--- src/hdl/dts_pkg.sv ---
package dts_pkg;

    localparam int CAPACITY_DEF  = 16;
    localparam int TIME_BITS_DEF = 32;
    localparam int TAG_BITS_DEF  = 16;
    localparam int ACTION_W      = 2;
    localparam int STATUS_W      = 3;
    localparam int COUNT_W       = 5;

    typedef enum logic [ACTION_W-1:0] {
        ACT_SCHEDULE = 2'd0,
        ACT_DELIVER  = 2'd1,
        ACT_PURGE    = 2'd2
    } action_t;

    typedef enum logic [STATUS_W-1:0] {
        RES_ACCEPTED    = 3'd0,
        RES_FULL        = 3'd1,
        RES_DELIVERED   = 3'd2,
        RES_NOTHING_DUE = 3'd3,
        RES_PURGED      = 3'd4
    } result_t;

    // Commands from the controller to the datapath.
    typedef struct packed {
        logic    latch_in;
        logic    sched_write;
        logic    purge;
        logic    clear_fired;
        logic    scan_start;
        logic    scan_compact;
        logic    latch_n;
        logic    emit;
        result_t emit_code;
        logic    div_start;
        logic    div_sum;
        logic    write_deadline;
        logic    next_fire;
        logic    end_compact;
    } dts_cmd_t;

    // Status from the datapath to the controller.
    typedef struct packed {
        logic [ACTION_W-1:0] action;
        logic                full;
        logic                scan_busy;
        logic                none_due;
        logic                periodic;
        logic                final_fire;
        logic                div_busy;
        logic                out_free;
    } dts_stat_t;

endpackage

--- src/hdl/dts_if.sv ---
interface dts_in_if #(
    parameter int TAG_BITS  = dts_pkg::TAG_BITS_DEF,
    parameter int TIME_BITS = dts_pkg::TIME_BITS_DEF
);
    logic                         valid;
    logic                         ready;
    logic [dts_pkg::ACTION_W-1:0] action;
    logic [TAG_BITS-1:0]          item_tag;
    logic [TIME_BITS-1:0]         due_time;
    logic [TIME_BITS-1:0]         repeat_period;
    logic [TIME_BITS-1:0]         current_time;

    modport source (
        output valid, action, item_tag, due_time, repeat_period, current_time,
        input  ready
    );
    modport sink (
        input  valid, action, item_tag, due_time, repeat_period, current_time,
        output ready
    );
endinterface

interface dts_out_if #(
    parameter int TAG_BITS  = dts_pkg::TAG_BITS_DEF,
    parameter int TIME_BITS = dts_pkg::TIME_BITS_DEF
);
    logic                         valid;
    logic                         ready;
    logic [dts_pkg::STATUS_W-1:0] status;
    logic [TAG_BITS-1:0]          fired_tag;
    logic [TIME_BITS-1:0]         fired_deadline;
    logic [dts_pkg::COUNT_W-1:0]  due_count;
    logic                         last;

    modport source (
        output valid, status, fired_tag, fired_deadline, due_count, last,
        input  ready
    );
    modport sink (
        input  valid, status, fired_tag, fired_deadline, due_count, last,
        output ready
    );
endinterface

--- src/hdl/dts_ram.sv ---
module dts_ram #(
    parameter int WIDTH = 8,
    parameter int DEPTH = 16
) (
    input  logic                     clk,
    input  logic                     we,
    input  logic [$clog2(DEPTH)-1:0] waddr,
    input  logic [WIDTH-1:0]         wdata,
    input  logic [$clog2(DEPTH)-1:0] raddr,
    output logic [WIDTH-1:0]         rdata
);

    logic [WIDTH-1:0] mem [DEPTH];

    always_ff @(posedge clk)
    begin
        if (we)
        begin
            mem[waddr] <= wdata;
        end
        rdata <= mem[raddr];
    end

endmodule

--- src/hdl/dts_ctrl.sv ---
module dts_ctrl (
    input  logic               clk,
    input  logic               rst_n,
    input  logic               in_valid,
    output logic               in_ready,
    input  dts_pkg::dts_stat_t stat,
    output dts_pkg::dts_cmd_t  cmd
);

    typedef enum logic [3:0] {
        S_IDLE,
        S_SCHED,
        S_PURGE,
        S_COUNT,
        S_CHECK,
        S_SELECT,
        S_EMIT,
        S_DIV,
        S_WB,
        S_NEXT,
        S_COMPACT
    } state_t;

    state_t state_reg;
    state_t state_next;

    always_ff @(posedge clk or negedge rst_n)
    begin
        if (!rst_n)
        begin
            state_reg <= S_IDLE;
        end
        else
        begin
            state_reg <= state_next;
        end
    end

    always_comb
    begin
        cmd        = '0;
        state_next = state_reg;
        in_ready   = (state_reg == S_IDLE);
        unique case (state_reg)
            S_IDLE:
            begin
                if (in_valid)
                begin
                    cmd.latch_in = 1'b1;
                    unique case (stat.action)
                        dts_pkg::ACT_SCHEDULE: state_next = S_SCHED;
                        dts_pkg::ACT_DELIVER:
                        begin
                            cmd.clear_fired = 1'b1;
                            cmd.scan_start  = 1'b1;
                            state_next      = S_COUNT;
                        end
                        dts_pkg::ACT_PURGE:    state_next = S_PURGE;
                        default:               state_next = S_IDLE;
                    endcase
                end
            end
            S_SCHED:
            begin
                if (stat.out_free)
                begin
                    cmd.emit = 1'b1;
                    if (stat.full)
                    begin
                        cmd.emit_code = dts_pkg::RES_FULL;
                    end
                    else
                    begin
                        cmd.emit_code   = dts_pkg::RES_ACCEPTED;
                        cmd.sched_write = 1'b1;
                    end
                    state_next = S_IDLE;
                end
            end
            S_PURGE:
            begin
                if (stat.out_free)
                begin
                    cmd.emit      = 1'b1;
                    cmd.emit_code = dts_pkg::RES_PURGED;
                    cmd.purge     = 1'b1;
                    state_next    = S_IDLE;
                end
            end
            S_COUNT:
            begin
                if (!stat.scan_busy)
                begin
                    cmd.latch_n = 1'b1;
                    state_next  = S_CHECK;
                end
            end
            S_CHECK:
            begin
                if (stat.none_due)
                begin
                    if (stat.out_free)
                    begin
                        cmd.emit      = 1'b1;
                        cmd.emit_code = dts_pkg::RES_NOTHING_DUE;
                        state_next    = S_IDLE;
                    end
                end
                else
                begin
                    cmd.scan_start = 1'b1;
                    state_next     = S_SELECT;
                end
            end
            S_SELECT:
            begin
                if (!stat.scan_busy)
                begin
                    state_next = S_EMIT;
                end
            end
            S_EMIT:
            begin
                if (stat.out_free)
                begin
                    cmd.emit      = 1'b1;
                    cmd.emit_code = dts_pkg::RES_DELIVERED;
                    if (stat.periodic)
                    begin
                        cmd.div_start = 1'b1;
                        state_next    = S_DIV;
                    end
                    else
                    begin
                        state_next = S_NEXT;
                    end
                end
            end
            S_DIV:
            begin
                if (!stat.div_busy)
                begin
                    cmd.div_sum = 1'b1;
                    state_next  = S_WB;
                end
            end
            S_WB:
            begin
                cmd.write_deadline = 1'b1;
                state_next         = S_NEXT;
            end
            S_NEXT:
            begin
                cmd.next_fire  = 1'b1;
                cmd.scan_start = 1'b1;
                if (stat.final_fire)
                begin
                    cmd.scan_compact = 1'b1;
                    state_next       = S_COMPACT;
                end
                else
                begin
                    state_next = S_SELECT;
                end
            end
            S_COMPACT:
            begin
                if (!stat.scan_busy)
                begin
                    cmd.end_compact = 1'b1;
                    state_next      = S_IDLE;
                end
            end
            default: state_next = S_IDLE;
        endcase
    end

endmodule

--- src/hdl/dts_datapath.sv ---
module dts_datapath #(
    parameter int CAPACITY  = dts_pkg::CAPACITY_DEF,
    parameter int TIME_BITS = dts_pkg::TIME_BITS_DEF,
    parameter int TAG_BITS  = dts_pkg::TAG_BITS_DEF
) (
    input  logic                         clk,
    input  logic                         rst_n,
    input  dts_pkg::dts_cmd_t            cmd,
    output dts_pkg::dts_stat_t           stat,
    input  logic [dts_pkg::ACTION_W-1:0] in_action,
    input  logic [TAG_BITS-1:0]          in_tag,
    input  logic [TIME_BITS-1:0]         in_due,
    input  logic [TIME_BITS-1:0]         in_period,
    input  logic [TIME_BITS-1:0]         in_now,
    output logic                         out_valid,
    input  logic                         out_ready,
    output logic [dts_pkg::STATUS_W-1:0] out_status,
    output logic [TAG_BITS-1:0]          out_tag,
    output logic [TIME_BITS-1:0]         out_deadline,
    output logic [dts_pkg::COUNT_W-1:0]  out_count,
    output logic                         out_last
);

    localparam int IDX_W   = $clog2(CAPACITY);
    localparam int CNT_W   = $clog2(CAPACITY + 1);
    localparam int ENTRY_W = TAG_BITS + 2 * TIME_BITS;
    localparam int DIV_W   = $clog2(TIME_BITS + 1);
    localparam logic [TIME_BITS-1:0] TIME_MAX = '1;

    // Latched input
    logic [TAG_BITS-1:0]  tag_in_reg;
    logic [TIME_BITS-1:0] due_in_reg;
    logic [TIME_BITS-1:0] per_in_reg;
    logic [TIME_BITS-1:0] now_reg;

    // Table bookkeeping
    logic [CNT_W-1:0]    count_reg;
    logic [CNT_W-1:0]    n_reg;
    logic [CNT_W-1:0]    k_reg;
    logic [CNT_W-1:0]    due_tot_reg;
    logic [CNT_W-1:0]    w_reg;
    logic [CAPACITY-1:0] fired_reg;

    // Scan
    logic [CNT_W-1:0] scan_idx_reg;
    logic             scan_busy_reg;
    logic             compact_reg;
    logic             rd_pend_reg;
    logic [IDX_W-1:0] rd_idx_reg;

    // Earliest unfired due entry
    logic                 best_valid_reg;
    logic [IDX_W-1:0]     best_idx_reg;
    logic [TAG_BITS-1:0]  best_tag_reg;
    logic [TIME_BITS-1:0] best_dl_reg;
    logic [TIME_BITS-1:0] best_per_reg;

    // Remainder unit
    logic [DIV_W-1:0]     div_cnt_reg;
    logic [TIME_BITS-1:0] elapsed_reg;
    logic [TIME_BITS-1:0] dvd_reg;
    logic [TIME_BITS-1:0] rem_reg;
    logic [TIME_BITS-1:0] rem_next;
    logic [TIME_BITS:0]   rem_shift;
    logic [TIME_BITS:0]   rem_diff;
    logic [TIME_BITS:0]   sum_reg;

    // Output register
    logic                         out_valid_reg;
    logic [dts_pkg::STATUS_W-1:0] out_status_reg;
    logic [TAG_BITS-1:0]          out_tag_reg;
    logic [TIME_BITS-1:0]         out_dl_reg;
    logic [dts_pkg::COUNT_W-1:0]  out_count_reg;
    logic                         out_last_reg;

    // Memory
    logic                 ram_we;
    logic [IDX_W-1:0]     ram_waddr;
    logic [ENTRY_W-1:0]   ram_wdata;
    logic [ENTRY_W-1:0]   ram_rdata;
    logic [TAG_BITS-1:0]  rd_tag;
    logic [TIME_BITS-1:0] rd_dl;
    logic [TIME_BITS-1:0] rd_per;
    logic                 rd_due;
    logic                 rd_keep;
    logic                 rd_better;
    logic [TIME_BITS-1:0] headroom;
    logic [TIME_BITS-1:0] new_dl;
    logic                 emit_fire;

    dts_ram #(
        .WIDTH (ENTRY_W),
        .DEPTH (CAPACITY)
    ) u_table (
        .clk   (clk),
        .we    (ram_we),
        .waddr (ram_waddr),
        .wdata (ram_wdata),
        .raddr (scan_idx_reg[IDX_W-1:0]),
        .rdata (ram_rdata)
    );

    assign rd_tag    = ram_rdata[ENTRY_W-1 -: TAG_BITS];
    assign rd_dl     = ram_rdata[2*TIME_BITS-1 -: TIME_BITS];
    assign rd_per    = ram_rdata[TIME_BITS-1:0];
    assign rd_due    = (rd_dl <= now_reg);
    assign rd_keep   = !((rd_per == '0) && rd_due);
    assign rd_better = rd_due && !fired_reg[rd_idx_reg]
                       && (!best_valid_reg || (rd_dl < best_dl_reg));
    assign emit_fire = cmd.emit && (cmd.emit_code == dts_pkg::RES_DELIVERED);

    // New deadline: d + (q+1)*p, where (q+1)*p = elapsed - rem + p.
    assign headroom = TIME_MAX - best_dl_reg;
    assign new_dl   = (sum_reg > {1'b0, headroom}) ? TIME_MAX
                    : best_dl_reg + sum_reg[TIME_BITS-1:0];

    always_comb
    begin
        ram_we    = 1'b0;
        ram_waddr = count_reg[IDX_W-1:0];
        ram_wdata = {tag_in_reg, due_in_reg, per_in_reg};
        priority if (cmd.sched_write)
        begin
            ram_we = 1'b1;
        end
        else if (cmd.write_deadline)
        begin
            ram_we    = 1'b1;
            ram_waddr = best_idx_reg;
            ram_wdata = {best_tag_reg, new_dl, best_per_reg};
        end
        else if (compact_reg && rd_pend_reg && rd_keep)
        begin
            ram_we    = 1'b1;
            ram_waddr = w_reg[IDX_W-1:0];
            ram_wdata = ram_rdata;
        end
    end

    assign rem_shift = {rem_reg, dvd_reg[TIME_BITS-1]};
    assign rem_diff  = rem_shift - {1'b0, best_per_reg};
    assign rem_next  = (rem_shift >= {1'b0, best_per_reg}) ? rem_diff[TIME_BITS-1:0]
                     : rem_shift[TIME_BITS-1:0];

    always_ff @(posedge clk or negedge rst_n)
    begin
        if (!rst_n)
        begin
            count_reg      <= '0;
            n_reg          <= '0;
            k_reg          <= '0;
            due_tot_reg    <= '0;
            w_reg          <= '0;
            fired_reg      <= '0;
            scan_idx_reg   <= '0;
            scan_busy_reg  <= 1'b0;
            compact_reg    <= 1'b0;
            rd_pend_reg    <= 1'b0;
            best_valid_reg <= 1'b0;
            div_cnt_reg    <= '0;
            out_valid_reg  <= 1'b0;
        end
        else
        begin
            if (cmd.sched_write)
            begin
                count_reg <= count_reg + CNT_W'(1);
            end
            else if (cmd.purge)
            begin
                count_reg <= '0;
            end
            else if (cmd.end_compact)
            begin
                count_reg <= w_reg;
            end

            if (cmd.clear_fired)
            begin
                fired_reg <= '0;
            end
            else if (emit_fire)
            begin
                fired_reg[best_idx_reg] <= 1'b1;
            end

            if (cmd.latch_n)
            begin
                n_reg <= due_tot_reg;
                k_reg <= '0;
            end
            else if (cmd.next_fire)
            begin
                k_reg <= k_reg + CNT_W'(1);
            end

            if (cmd.scan_start)
            begin
                scan_idx_reg   <= '0;
                scan_busy_reg  <= 1'b1;
                compact_reg    <= cmd.scan_compact;
                rd_pend_reg    <= 1'b0;
                best_valid_reg <= 1'b0;
                due_tot_reg    <= '0;
                w_reg          <= '0;
            end
            else if (scan_busy_reg)
            begin
                if (scan_idx_reg < count_reg)
                begin
                    rd_pend_reg  <= 1'b1;
                    scan_idx_reg <= scan_idx_reg + CNT_W'(1);
                end
                else
                begin
                    rd_pend_reg <= 1'b0;
                    if (!rd_pend_reg)
                    begin
                        scan_busy_reg <= 1'b0;
                    end
                end
                if (rd_pend_reg)
                begin
                    if (rd_due)
                    begin
                        due_tot_reg <= due_tot_reg + CNT_W'(1);
                    end
                    if (rd_better)
                    begin
                        best_valid_reg <= 1'b1;
                    end
                    if (compact_reg && rd_keep)
                    begin
                        w_reg <= w_reg + CNT_W'(1);
                    end
                end
            end

            if (cmd.div_start)
            begin
                div_cnt_reg <= DIV_W'(TIME_BITS);
            end
            else if (div_cnt_reg != '0)
            begin
                div_cnt_reg <= div_cnt_reg - DIV_W'(1);
            end

            if (cmd.emit)
            begin
                out_valid_reg <= 1'b1;
            end
            else if (out_ready)
            begin
                out_valid_reg <= 1'b0;
            end
        end
    end

    always_ff @(posedge clk)
    begin
        if (cmd.latch_in)
        begin
            tag_in_reg <= in_tag;
            due_in_reg <= in_due;
            per_in_reg <= in_period;
            now_reg    <= in_now;
        end

        if (scan_busy_reg && (scan_idx_reg < count_reg))
        begin
            rd_idx_reg <= scan_idx_reg[IDX_W-1:0];
        end

        if (scan_busy_reg && rd_pend_reg && rd_better)
        begin
            best_idx_reg <= rd_idx_reg;
            best_tag_reg <= rd_tag;
            best_dl_reg  <= rd_dl;
            best_per_reg <= rd_per;
        end

        if (cmd.div_start)
        begin
            elapsed_reg <= now_reg - best_dl_reg;
            dvd_reg     <= now_reg - best_dl_reg;
            rem_reg     <= '0;
        end
        else if (div_cnt_reg != '0)
        begin
            dvd_reg <= {dvd_reg[TIME_BITS-2:0], 1'b0};
            rem_reg <= rem_next;
        end

        if (cmd.div_sum)
        begin
            sum_reg <= {1'b0, elapsed_reg - rem_reg} + {1'b0, best_per_reg};
        end

        if (cmd.emit)
        begin
            out_status_reg <= cmd.emit_code;
            if (emit_fire)
            begin
                out_tag_reg   <= best_tag_reg;
                out_dl_reg    <= best_dl_reg;
                out_count_reg <= dts_pkg::COUNT_W'(n_reg);
                out_last_reg  <= (k_reg + CNT_W'(1) == n_reg);
            end
            else
            begin
                out_tag_reg   <= '0;
                out_dl_reg    <= '0;
                out_count_reg <= '0;
                out_last_reg  <= 1'b1;
            end
        end
    end

    assign stat.action     = in_action;
    assign stat.full       = (count_reg == CNT_W'(CAPACITY));
    assign stat.scan_busy  = scan_busy_reg;
    assign stat.none_due   = (n_reg == '0);
    assign stat.periodic   = (best_per_reg != '0);
    assign stat.final_fire = (k_reg + CNT_W'(1) == n_reg);
    assign stat.div_busy   = (div_cnt_reg != '0);
    assign stat.out_free   = !out_valid_reg || out_ready;

    assign out_valid    = out_valid_reg;
    assign out_status   = out_status_reg;
    assign out_tag      = out_tag_reg;
    assign out_deadline = out_dl_reg;
    assign out_count    = out_count_reg;
    assign out_last     = out_last_reg;

endmodule

--- src/hdl/deadline_timer_scheduler_core.sv ---
// Deadline timer scheduler: a table of up to CAPACITY timers (tag, absolute deadline,
// period; period zero is one-shot) held in a single read/write RAM. Schedule appends at
// the end of the table or answers table full; purge empties it; both answer with one
// transaction. Deliver emits every entry whose deadline is not after current_time,
// earliest first and ties in table order, with last on the final transaction, or a
// single nothing-due transaction. Each fired periodic entry moves to its first deadline
// after current_time, saturating at the largest time. Fired one-shots are then removed
// and the table is compacted in order. Deliver time is set by table scans through the
// one RAM read port and by the bit-serial remainder unit. One item is worked on at a
// time; a finished transaction waits in the output register while the next input may
// already be accepted.
module deadline_timer_scheduler_core #(
    parameter int CAPACITY  = dts_pkg::CAPACITY_DEF,
    parameter int TIME_BITS = dts_pkg::TIME_BITS_DEF,
    parameter int TAG_BITS  = dts_pkg::TAG_BITS_DEF
) (
    input logic      clk,
    input logic      rst_n,
    dts_in_if.sink   in_ch,
    dts_out_if.source out_ch
);

    dts_pkg::dts_cmd_t  cmd;
    dts_pkg::dts_stat_t stat;

    // Sequencer: walks each action through scans, emits and updates.
    dts_ctrl u_ctrl (
        .clk      (clk),
        .rst_n    (rst_n),
        .in_valid (in_ch.valid),
        .in_ready (in_ch.ready),
        .stat     (stat),
        .cmd      (cmd)
    );

    // Table RAM, scan and selection, remainder unit, output register.
    dts_datapath #(
        .CAPACITY  (CAPACITY),
        .TIME_BITS (TIME_BITS),
        .TAG_BITS  (TAG_BITS)
    ) u_datapath (
        .clk          (clk),
        .rst_n        (rst_n),
        .cmd          (cmd),
        .stat         (stat),
        .in_action    (in_ch.action),
        .in_tag       (in_ch.item_tag),
        .in_due       (in_ch.due_time),
        .in_period    (in_ch.repeat_period),
        .in_now       (in_ch.current_time),
        .out_valid    (out_ch.valid),
        .out_ready    (out_ch.ready),
        .out_status   (out_ch.status),
        .out_tag      (out_ch.fired_tag),
        .out_deadline (out_ch.fired_deadline),
        .out_count    (out_ch.due_count),
        .out_last     (out_ch.last)
    );

endmodule
--- src/flat_wrapper.sv ---
// flat-port wrapper written by rule: the top's interface ports become plain ports
module deadline_timer_scheduler_core_flat 
#(
    parameter int CAPACITY  = dts_pkg::CAPACITY_DEF,
    parameter int TIME_BITS = dts_pkg::TIME_BITS_DEF,
    parameter int TAG_BITS  = dts_pkg::TAG_BITS_DEF
)
  (clk, rst_n, in_ch_valid, in_ch_action, in_ch_item_tag, in_ch_due_time, in_ch_repeat_period, in_ch_current_time, in_ch_ready, out_ch_valid, out_ch_status, out_ch_fired_tag, out_ch_fired_deadline, out_ch_due_count, out_ch_last, out_ch_ready);
  dts_in_if #(.TAG_BITS(TAG_BITS), .TIME_BITS(TIME_BITS)) in_ch_i ();
  dts_out_if #(.TAG_BITS(TAG_BITS), .TIME_BITS(TIME_BITS)) out_ch_i ();
  input logic clk;
  input logic rst_n;
  input wire logic [$bits(in_ch_i.valid)-1:0] in_ch_valid;
  input wire logic [$bits(in_ch_i.action)-1:0] in_ch_action;
  input wire logic [$bits(in_ch_i.item_tag)-1:0] in_ch_item_tag;
  input wire logic [$bits(in_ch_i.due_time)-1:0] in_ch_due_time;
  input wire logic [$bits(in_ch_i.repeat_period)-1:0] in_ch_repeat_period;
  input wire logic [$bits(in_ch_i.current_time)-1:0] in_ch_current_time;
  output wire logic [$bits(in_ch_i.ready)-1:0] in_ch_ready;
  output wire logic [$bits(out_ch_i.valid)-1:0] out_ch_valid;
  output wire logic [$bits(out_ch_i.status)-1:0] out_ch_status;
  output wire logic [$bits(out_ch_i.fired_tag)-1:0] out_ch_fired_tag;
  output wire logic [$bits(out_ch_i.fired_deadline)-1:0] out_ch_fired_deadline;
  output wire logic [$bits(out_ch_i.due_count)-1:0] out_ch_due_count;
  output wire logic [$bits(out_ch_i.last)-1:0] out_ch_last;
  input wire logic [$bits(out_ch_i.ready)-1:0] out_ch_ready;
  assign in_ch_i.valid = in_ch_valid;
  assign in_ch_i.action = in_ch_action;
  assign in_ch_i.item_tag = in_ch_item_tag;
  assign in_ch_i.due_time = in_ch_due_time;
  assign in_ch_i.repeat_period = in_ch_repeat_period;
  assign in_ch_i.current_time = in_ch_current_time;
  assign in_ch_ready = in_ch_i.ready;
  assign out_ch_valid = out_ch_i.valid;
  assign out_ch_status = out_ch_i.status;
  assign out_ch_fired_tag = out_ch_i.fired_tag;
  assign out_ch_fired_deadline = out_ch_i.fired_deadline;
  assign out_ch_due_count = out_ch_i.due_count;
  assign out_ch_last = out_ch_i.last;
  assign out_ch_i.ready = out_ch_ready;
  deadline_timer_scheduler_core #(.CAPACITY(CAPACITY), .TIME_BITS(TIME_BITS), .TAG_BITS(TAG_BITS)) u_core (.clk(clk), .rst_n(rst_n), .in_ch(in_ch_i), .out_ch(out_ch_i));
endmodule
--- config.mk ---
export PLATFORM = sky130hd
export DESIGN_NAME = deadline_timer_scheduler_core_flat
export DESIGN_NICKNAME = d
export VERILOG_FILES = /design/src/hdl/dts_pkg.sv /design/src/hdl/dts_if.sv /design/src/hdl/dts_ram.sv /design/src/hdl/dts_ctrl.sv /design/src/hdl/dts_datapath.sv /design/src/hdl/deadline_timer_scheduler_core.sv /design/src/flat_wrapper.sv
export SDC_FILE = /design/constraint.sdc
export NUM_CORES = 2
export LEC_CHECK = 0
export BUFFER_PORTS_ARGS = -buffer_cell sky130_fd_sc_hd__buf_2
export CAP_MARGIN = 20
export CORE_UTILIZATION = 45
export CTS_CLUSTER_DIAMETER = 120
export DETAILED_ROUTE_END_ITERATION = 10
export SLEW_MARGIN = 25
export SYNTH_ARGS = -nofsm -noshare
export SYNTH_HDL_FRONTEND = slang
export SYNTH_SLANG_ARGS = --single-unit
--- constraint.sdc ---
create_clock -name clk -period 6.5 [get_ports clk]
set_input_delay 1.3 -clock clk [delete_from_list [all_inputs] [get_ports clk]]
set_output_delay 1.3 -clock clk [all_outputs]
set_load 0.01 [all_outputs]
=== Yosys cells after proc, flatten, opt, wreduce, memory -nomap -nowiden ===
Memories as Yosys holds them, arrays and structs flattened. A register that Yosys moved wholly into a read port is not among the register bits.
Index checks and enable logic that the tools add are counted.

* $add $sub $neg: 12
* $lt $le $gt $ge: 8
* Equal/unequal tests: 21
* Multiplexer cells: 94
* Bitwise logic cells: 1
* Reduce and logical (&&, ||, !) cells: 40

{| class="wikitable"
|+ Operators with widths
! cell !! number
|-
| 2-to-1 mux 80 bit || 3
|-
| 2-to-1 mux 32 bit || 4
|-
| subtractor 32 bit || 3
|-
| 2-to-1 mux 5 bit || 17
|-
| 2-to-1 mux 4 bit || 17
|-
| 2-to-1 mux 1 bit || 41
|-
| case mux 4 bit (10 select lines) || 1
|-
| adder 32 x 32 -> 33 bit || 1
|-
| >= comparator 33 x 32 -> 1 bit || 1
|-
| greater-than comparator 33 x 32 -> 1 bit || 1
|-
| adder 32 bit || 1
|-
| <= comparator 32 bit || 1
|-
| zero test 32 bit || 1
|-
| less-than comparator 32 bit || 1
|-
| 2-to-1 mux 16 bit || 2
|-
| nonzero test 32 bit || 1
|-
| subtractor 32 bit, first input constant || 1
|-
| adder 5 x 1 -> 5 bit, second input constant || 5
|-
| nonzero test 2 bit || 10
|-
| equality test 4 x 3 -> 1 bit, second input constant || 4
|-
| OR 16 bit || 1
|-
| case mux 4 bit (4 select lines) || 1
|-
| equality test 4 bit, second input constant || 3
|-
| 2-to-1 mux 6 bit || 2
|-
| other kinds (30) || 53
|}

* Register bits after elaboration: 447
* Memory bits (writable): 1280
* Input bits: 118
* Output and inout port bits: 59
* Word-level logic and storage cells: 209
* Memories: 1

{| class="wikitable"
|+ Memory list
! memory !! words !! bits a word !! rd ports !! clocked after memory_dff !! wr ports !! line !! source
|-
| u_core.u_datapath.u_table.mem || 16 || 80 || 1 || 1 || 1 || dts_ram.sv:13 || <nowiki>logic [WIDTH-1:0] mem [DEPTH];</nowiki>
|}

=== Longest topological paths before layout ===
* Depth in word-level cells: 9
* Depth in mapped cells: 25

=== Modules after synthesis ===
Synthesis repeated with hierarchy kept, for this count alone.

* Cells, all modules: 4685
* Area total of the unflattened synthesis: 76741.1 um2

{| class="wikitable"
|+ Modules (own cells, without submodules)
! module !! instances !! cells each !! area an instance (um2)
|-
| dts_ram || 1 || 2054 || 49422.4
|-
| dts_datapath || 1 || 2538 || 26619.3
|-
| dts_ctrl || 1 || 93 || 699.4
|}

=== Worst setup path after synthesis ===
Ideal clock, no wire load.

* Kind: flip-flop to flip-flop
* From: reg u_core.u_datapath.now_reg[9]
* To: reg u_core.u_datapath.best_dl_reg[0], enable pin
* Arrival: 6.599 ns
* Data required time: 5.927 ns
* Slack: -0.672 ns
* Stages on the path, launching flop included: 14
* Clock period less this slack: 7.172 ns
* Path through: edfxtp_1 > inv_1 > ha_1 > a21o_1 > a21o_1 > a21oi_1 > o21ai_0 > a221o_1 > a2bb2oi_1 > and3_1 > clkbuf_1 > nor2b_1 > nand3_1 > a41oi_1

* Longest elaborated chain between the ends: 4

{| class="wikitable"
|+ RTL lines
! element !! line !! source
|-
| from (decl) || dts_datapath.sv:34 || <nowiki>logic [TIME_BITS-1:0] now_reg;</nowiki>
|-
| from (signal assigned) || dts_datapath.sv:266 || <nowiki>now_reg <= in_now;</nowiki>
|-
| <= comparator 32 bit || dts_datapath.sv:106 || <nowiki>assign rd_due = (rd_dl <= now_reg);</nowiki>
|-
| logical AND 1 bit || dts_datapath.sv:108 || <nowiki>assign rd_better = rd_due && !fired_reg[rd_idx_reg]</nowiki>
|-
| logical AND 1 bit || dts_datapath.sv:109 || <nowiki>&& (!best_valid_reg || (rd_dl < best_dl_reg));</nowiki>
|-
| logical AND 1 bit || dts_datapath.sv:274 || <nowiki>if (scan_busy_reg && rd_pend_reg && rd_better)</nowiki>
|-
| to (signal assigned) || dts_datapath.sv:278 || <nowiki>best_dl_reg <= rd_dl;</nowiki>
|-
| to (decl) || dts_datapath.sv:55 || <nowiki>logic [TIME_BITS-1:0] best_dl_reg;</nowiki>
|}

Every way passes these cells.
A chain may end at the register's enable or synchronous reset.

=== Worst setup path in the final report ===
* From: reg u_core.u_datapath.now_reg[5]
* To: mem u_core.u_datapath.u_table.mem[1][4] (netlist bit), enable pin

* Longest elaborated chain between the ends: 9
* Elaborated cells on any way between the ends: 12
* Classes of those cells: order compare (1); mux (8); reduce/logical (3)

{| class="wikitable"
|+ RTL lines
! element !! line !! source
|-
| <= comparator 32 bit (*) || dts_datapath.sv:106 ||
|-
| logical AND 1 bit (*) || dts_datapath.sv:107 || <nowiki>assign rd_keep = !((rd_per == '0) && rd_due);</nowiki>
|-
| zero test 1 bit (*) || dts_datapath.sv:107 ||
|-
| logical AND 1 bit (*) || dts_datapath.sv:132 || <nowiki>else if (compact_reg && rd_pend_reg && rd_keep)</nowiki>
|-
| 2-to-1 mux 1 bit || dts_datapath.sv:132 ||
|-
| 2-to-1 mux 1 bit || dts_datapath.sv:126 || <nowiki>else if (cmd.write_deadline)</nowiki>
|-
| 2-to-1 mux 1 bit || dts_datapath.sv:122 || <nowiki>priority if (cmd.sched_write)</nowiki>
|-
| 2-to-1 mux 1 bit || dts_ram.sv:17 || <nowiki>if (we)</nowiki>
|-
| 2-to-1 mux 1 bit (implied by the code) || dts_ram.sv:19 || <nowiki>mem[waddr] <= wdata;</nowiki>
|-
| to (decl) || dts_ram.sv:13 ||
|}

Mark *: on every way between the ends. The rest lies on a longest branch, timed or not.

==> summary.md <==
| Metric | Value |
|---|---|
| Clock tree buffer depth | `3` |
| Area after DPL | `just over 80000 µm²` |
| Vias/cell | `between 5 and 6` |
| Yosys top cell by area | `edfxtp_1` |
| CTS Sinks | `between 1500 and 2000` |
| Vias in the first global route | `roughly 43000` |
| FP Rows | `approximately 150` |
| Total gr overflow | `0` |
| Setup repair bufs after CTS | `0` |
| Net Switching | `roughly 14 mW` |
| Worst Clk Skew | `slightly below 0.08 ns` |
| P_leak | `30.5 nW` |
| Status | `finished, final reports clean` |
| Setup crit start kind | `flop` |
| Area delta synth->final | `14.7%` |
| HPWL after detailed placement | `approximately 120000 µm` |
| Netlist cell types | `79` |
| Core box area | `approximately 170000 µm²` |
| Clk slew on worst S/H paths | `about 0.06 ns` |
| Setup-failing EPs final | `0` |
| CP Max Fanout | `60` |
| IO Pins | `177` |
| Critical path endpoint category | `flop` |
| Slew @ Worst Pin | `1.05 ns` |
| Slew margin rel. | `0.302` |
| Post-CTS resize count | `0` |
| #FFs+latches synth | `1807` |
| Final ANT Viol Nets | `0` |
| CP max stage cell | `nor2_4` |
| Period utilization | `0.847` |
| Sw frac | `0.338` |
| H-tree levels | `4` |
| First-pass GRT wire length | `around 290000 µm` |
| Worst Hold Class | `flop to flop` |
| Syn_area_per_cell | `between 15 and 20 µm²` |
| Largest register FFs | `between 1000 and 1500` |
| Arr. time, crit path | `roughly 5.9 ns` |
| Min cycle time layout | `about 5.5 ns` |
| Clock latency on the worst-skew pair | `around 0.86 ns` |
| PortBufs | `176` |
| Pwr dens | `484 nW/µm²` |
| Total number of yosys warnings | `0` |
| Die height | `a little over 400 µm` |
| Die W | `roughly 420 µm` |
| Fraction of layout cells with a size suffix above 1 | `0.219` |
| Cells after Synth | `~4600` |
| Sequential share of the synthesized area | `0.688` |
| Area contributors post-synth | `edfxtp_1, mux4_2, ha_1` |
| CP cell instances | `inv_1 -> ha_1 -> a21o_1 -> a21o_1 -> a21oi_1 -> o21ai_0 -> a221o_1 -> a2bb2oi_1 -> a21oi_1 -> o21a_1 -> o22ai_1 -> o21ai_1 -> nor2_4 -> buf_12` |
| Syn Std Cell Area | `approximately 77000 µm²` |
| CTS tree | `done` |
| Vias | `about 43000` |
| TritonRoute pass-1 iters | `8` |
| Core Util, Final | `0.520` |
| Setup Crit Path Kind | `flop to flop` |
| Post-DR wirelength/cell | `between 20 and 30 µm` |
| GPL Wtd Cong | `a little over 0.9` |
| Async SR Flop Fraction | `0.0338` |
| Total wire length | `~200000 µm` |
| Remaining DRCs | `0` |
| CTS buffer count | `roughly 190` |
| Largest net degree at the start of global routing | `130` |
| Final #Nets | `approximately 5300` |
| RSZ-0062 raised after global routing | `false` |
| Gate power share | `0.344` |
| Root Buffer | `clkbuf_16` |
| Antenna violations before repair | `3` |
| Tot Pwr | `about 43 mW` |
| Yosys top cell area share | `0.639` |
| Fmax | `between 0.15 and 0.2 GHz` |
| Delay of the slowest cell on the worst path | `between 0.7 and 0.8 ns` |
| Number of synthesized flops with an enable pin | `~1600` |
| Gr usage total | `0.230` |
| Most frequent cell after synthesis | `edfxtp_1` |
| Top cells by count, synth | `edfxtp_1, mux4_2, ha_1` |
| Hold Fails Final Rpt | `0` |
| Syn_nets | `4942` |
| Clock Power Share | `0.263` |
| Number of max-cap violations | `0` |
| Pint | `between 20 and 30 mW` |
| Peak VDD IR | `between 0.0003 and 0.0004 V` |
| Die area | `between 150000 and 200000 µm²` |
| Starting Density | `0.453` |
| Post-synth top flop | `edfxtp_1` |
| Cts hold-fix bufs | `0` |
| First DRT Iteration DRCs | `around 4200` |
| Design area | `a little under 90000 µm²` |
| Part of the power in registers | `0.393` |
| Max Slew Vio Count | `0` |
| Hold Worst Slack | `0.425 ns` |
| Required time worst endpoint | `6.93 ns` |
-- final cells by class --
| type | count | area, µm² |
|---|---|---|
| Fill cell | 13600 | 81400 |
| Sequential cell | 1807 | 52900 |
| Multi-Input combinational cell | 2406 | 22900 |
| Clock buffer | 263 | 5280 |
| Tap cell | 2218 | 2780 |
| Timing Repair Buffer | 323 | 2300 |
| Clock inverter | 99 | 1280 |
| Inverter | 181 | 679 |
| Antenna cell | 2 | 5.00 |
-- worst paths after layout --
check / cells after the start / to / slack (ns) / startpoint
max: 14 / u_core.u_datapath.u_table.mem[1][4] / 1.0 / u_core.u_datapath.now_reg[5]
min: 0 / u_core.u_datapath.best_per_reg[2] / 0.43 / u_core.u_datapath.u_table.rdata[2]
max reg2reg: 14 / u_core.u_datapath.u_table.mem[1][4] / 1.0 / u_core.u_datapath.now_reg[5]
min reg2reg: 0 / u_core.u_datapath.best_per_reg[2] / 0.43 / u_core.u_datapath.u_table.rdata[2]
max in group asynchronous: 2 / u_core.u_datapath.scan_idx_reg[3] / 5.22 / rst_n
min in group asynchronous: 2 / u_core.u_datapath.compact_reg / 0.64 / rst_n
-- power groups by stage --
stage               Combinational [mW]  Clock, mW  Sequential (mW)
detailed placement                14.5          0             17.0
floorplan                         10.4          0             16.6
CTS                               14.7       11.4             16.8
global placement                  14.5          0             16.9
global route                      16.0       11.9             16.9
finish                            14.6       11.2             16.8
-- cell families (layout without fill, tap and decap cells) --
group           count (synthesis)  after routing  share of synthesized area
compound gates                795            795                     0.0650
xor+xnor                      146            146                     0.0167
fa+ha+maj                     246            246                     0.0406
buf+inv                       365            866                     0.0180
flops                        1807           1807                      0.688
mux                           436            436                      0.123
other cells                     0              2                          0
simple gates                  783            783                     0.0487
-- critical path, delay by kind of cell (launching register included) --
kind | cells | cell delay, ns
AOI/OAI and AO/OA | 10 | 2.98
and+or+nand+nor | 1 | 0.79
adders and majority gates | 1 | 0.24
DFF | 1 | 0.40
buffers and inverters | 2 | 0.59
-- through the flow --
| step | setup TNS, ns | std cells | setup WS, ns |
|---|---|---|---|
| 6_report | 0 | 7299 | 0.995 |
| 4_1_cts | 0 | 7297 | 0.856 |
| 3_3_place_gp | 0 | 6935 | 0.899 |
| 2_1_floorplan | -106.47 | 4578 | -0.241 |
| 5_1_grt | 0 | 7297 | 0.666 |
| 3_5_place_dp | 0 | 6935 | 0.948 |
-- routing by layer --
layer | global-route usage | up-vias | part of all wire | wire, µm
li1 | - | 18879 | - | -
met1 | 0.326 | 22368 | 0.44 | 87200
met2 | 0.368 | 1384 | 0.48 | 95100
met3 | 0.0357 | 268 | 0.058 | 11600
met4 | 0.0671 | 0 | 0.026 | 5190
met5 | 0 | - | 0 | 0
-- cells in the final DEF (no fill, tap or decap), drive strengths merged, types with 99 or more instances in the layout --
cell type and count:
clkbuf 263, buf 323, mux4 405, nand2 218
inv 188, edfxtp 1634, nor2 221, a21oi 237
o21ai 179, dfxtp 112, a21o 99, ha 241
No activity file was read; power rests on OpenSTA's default activity.
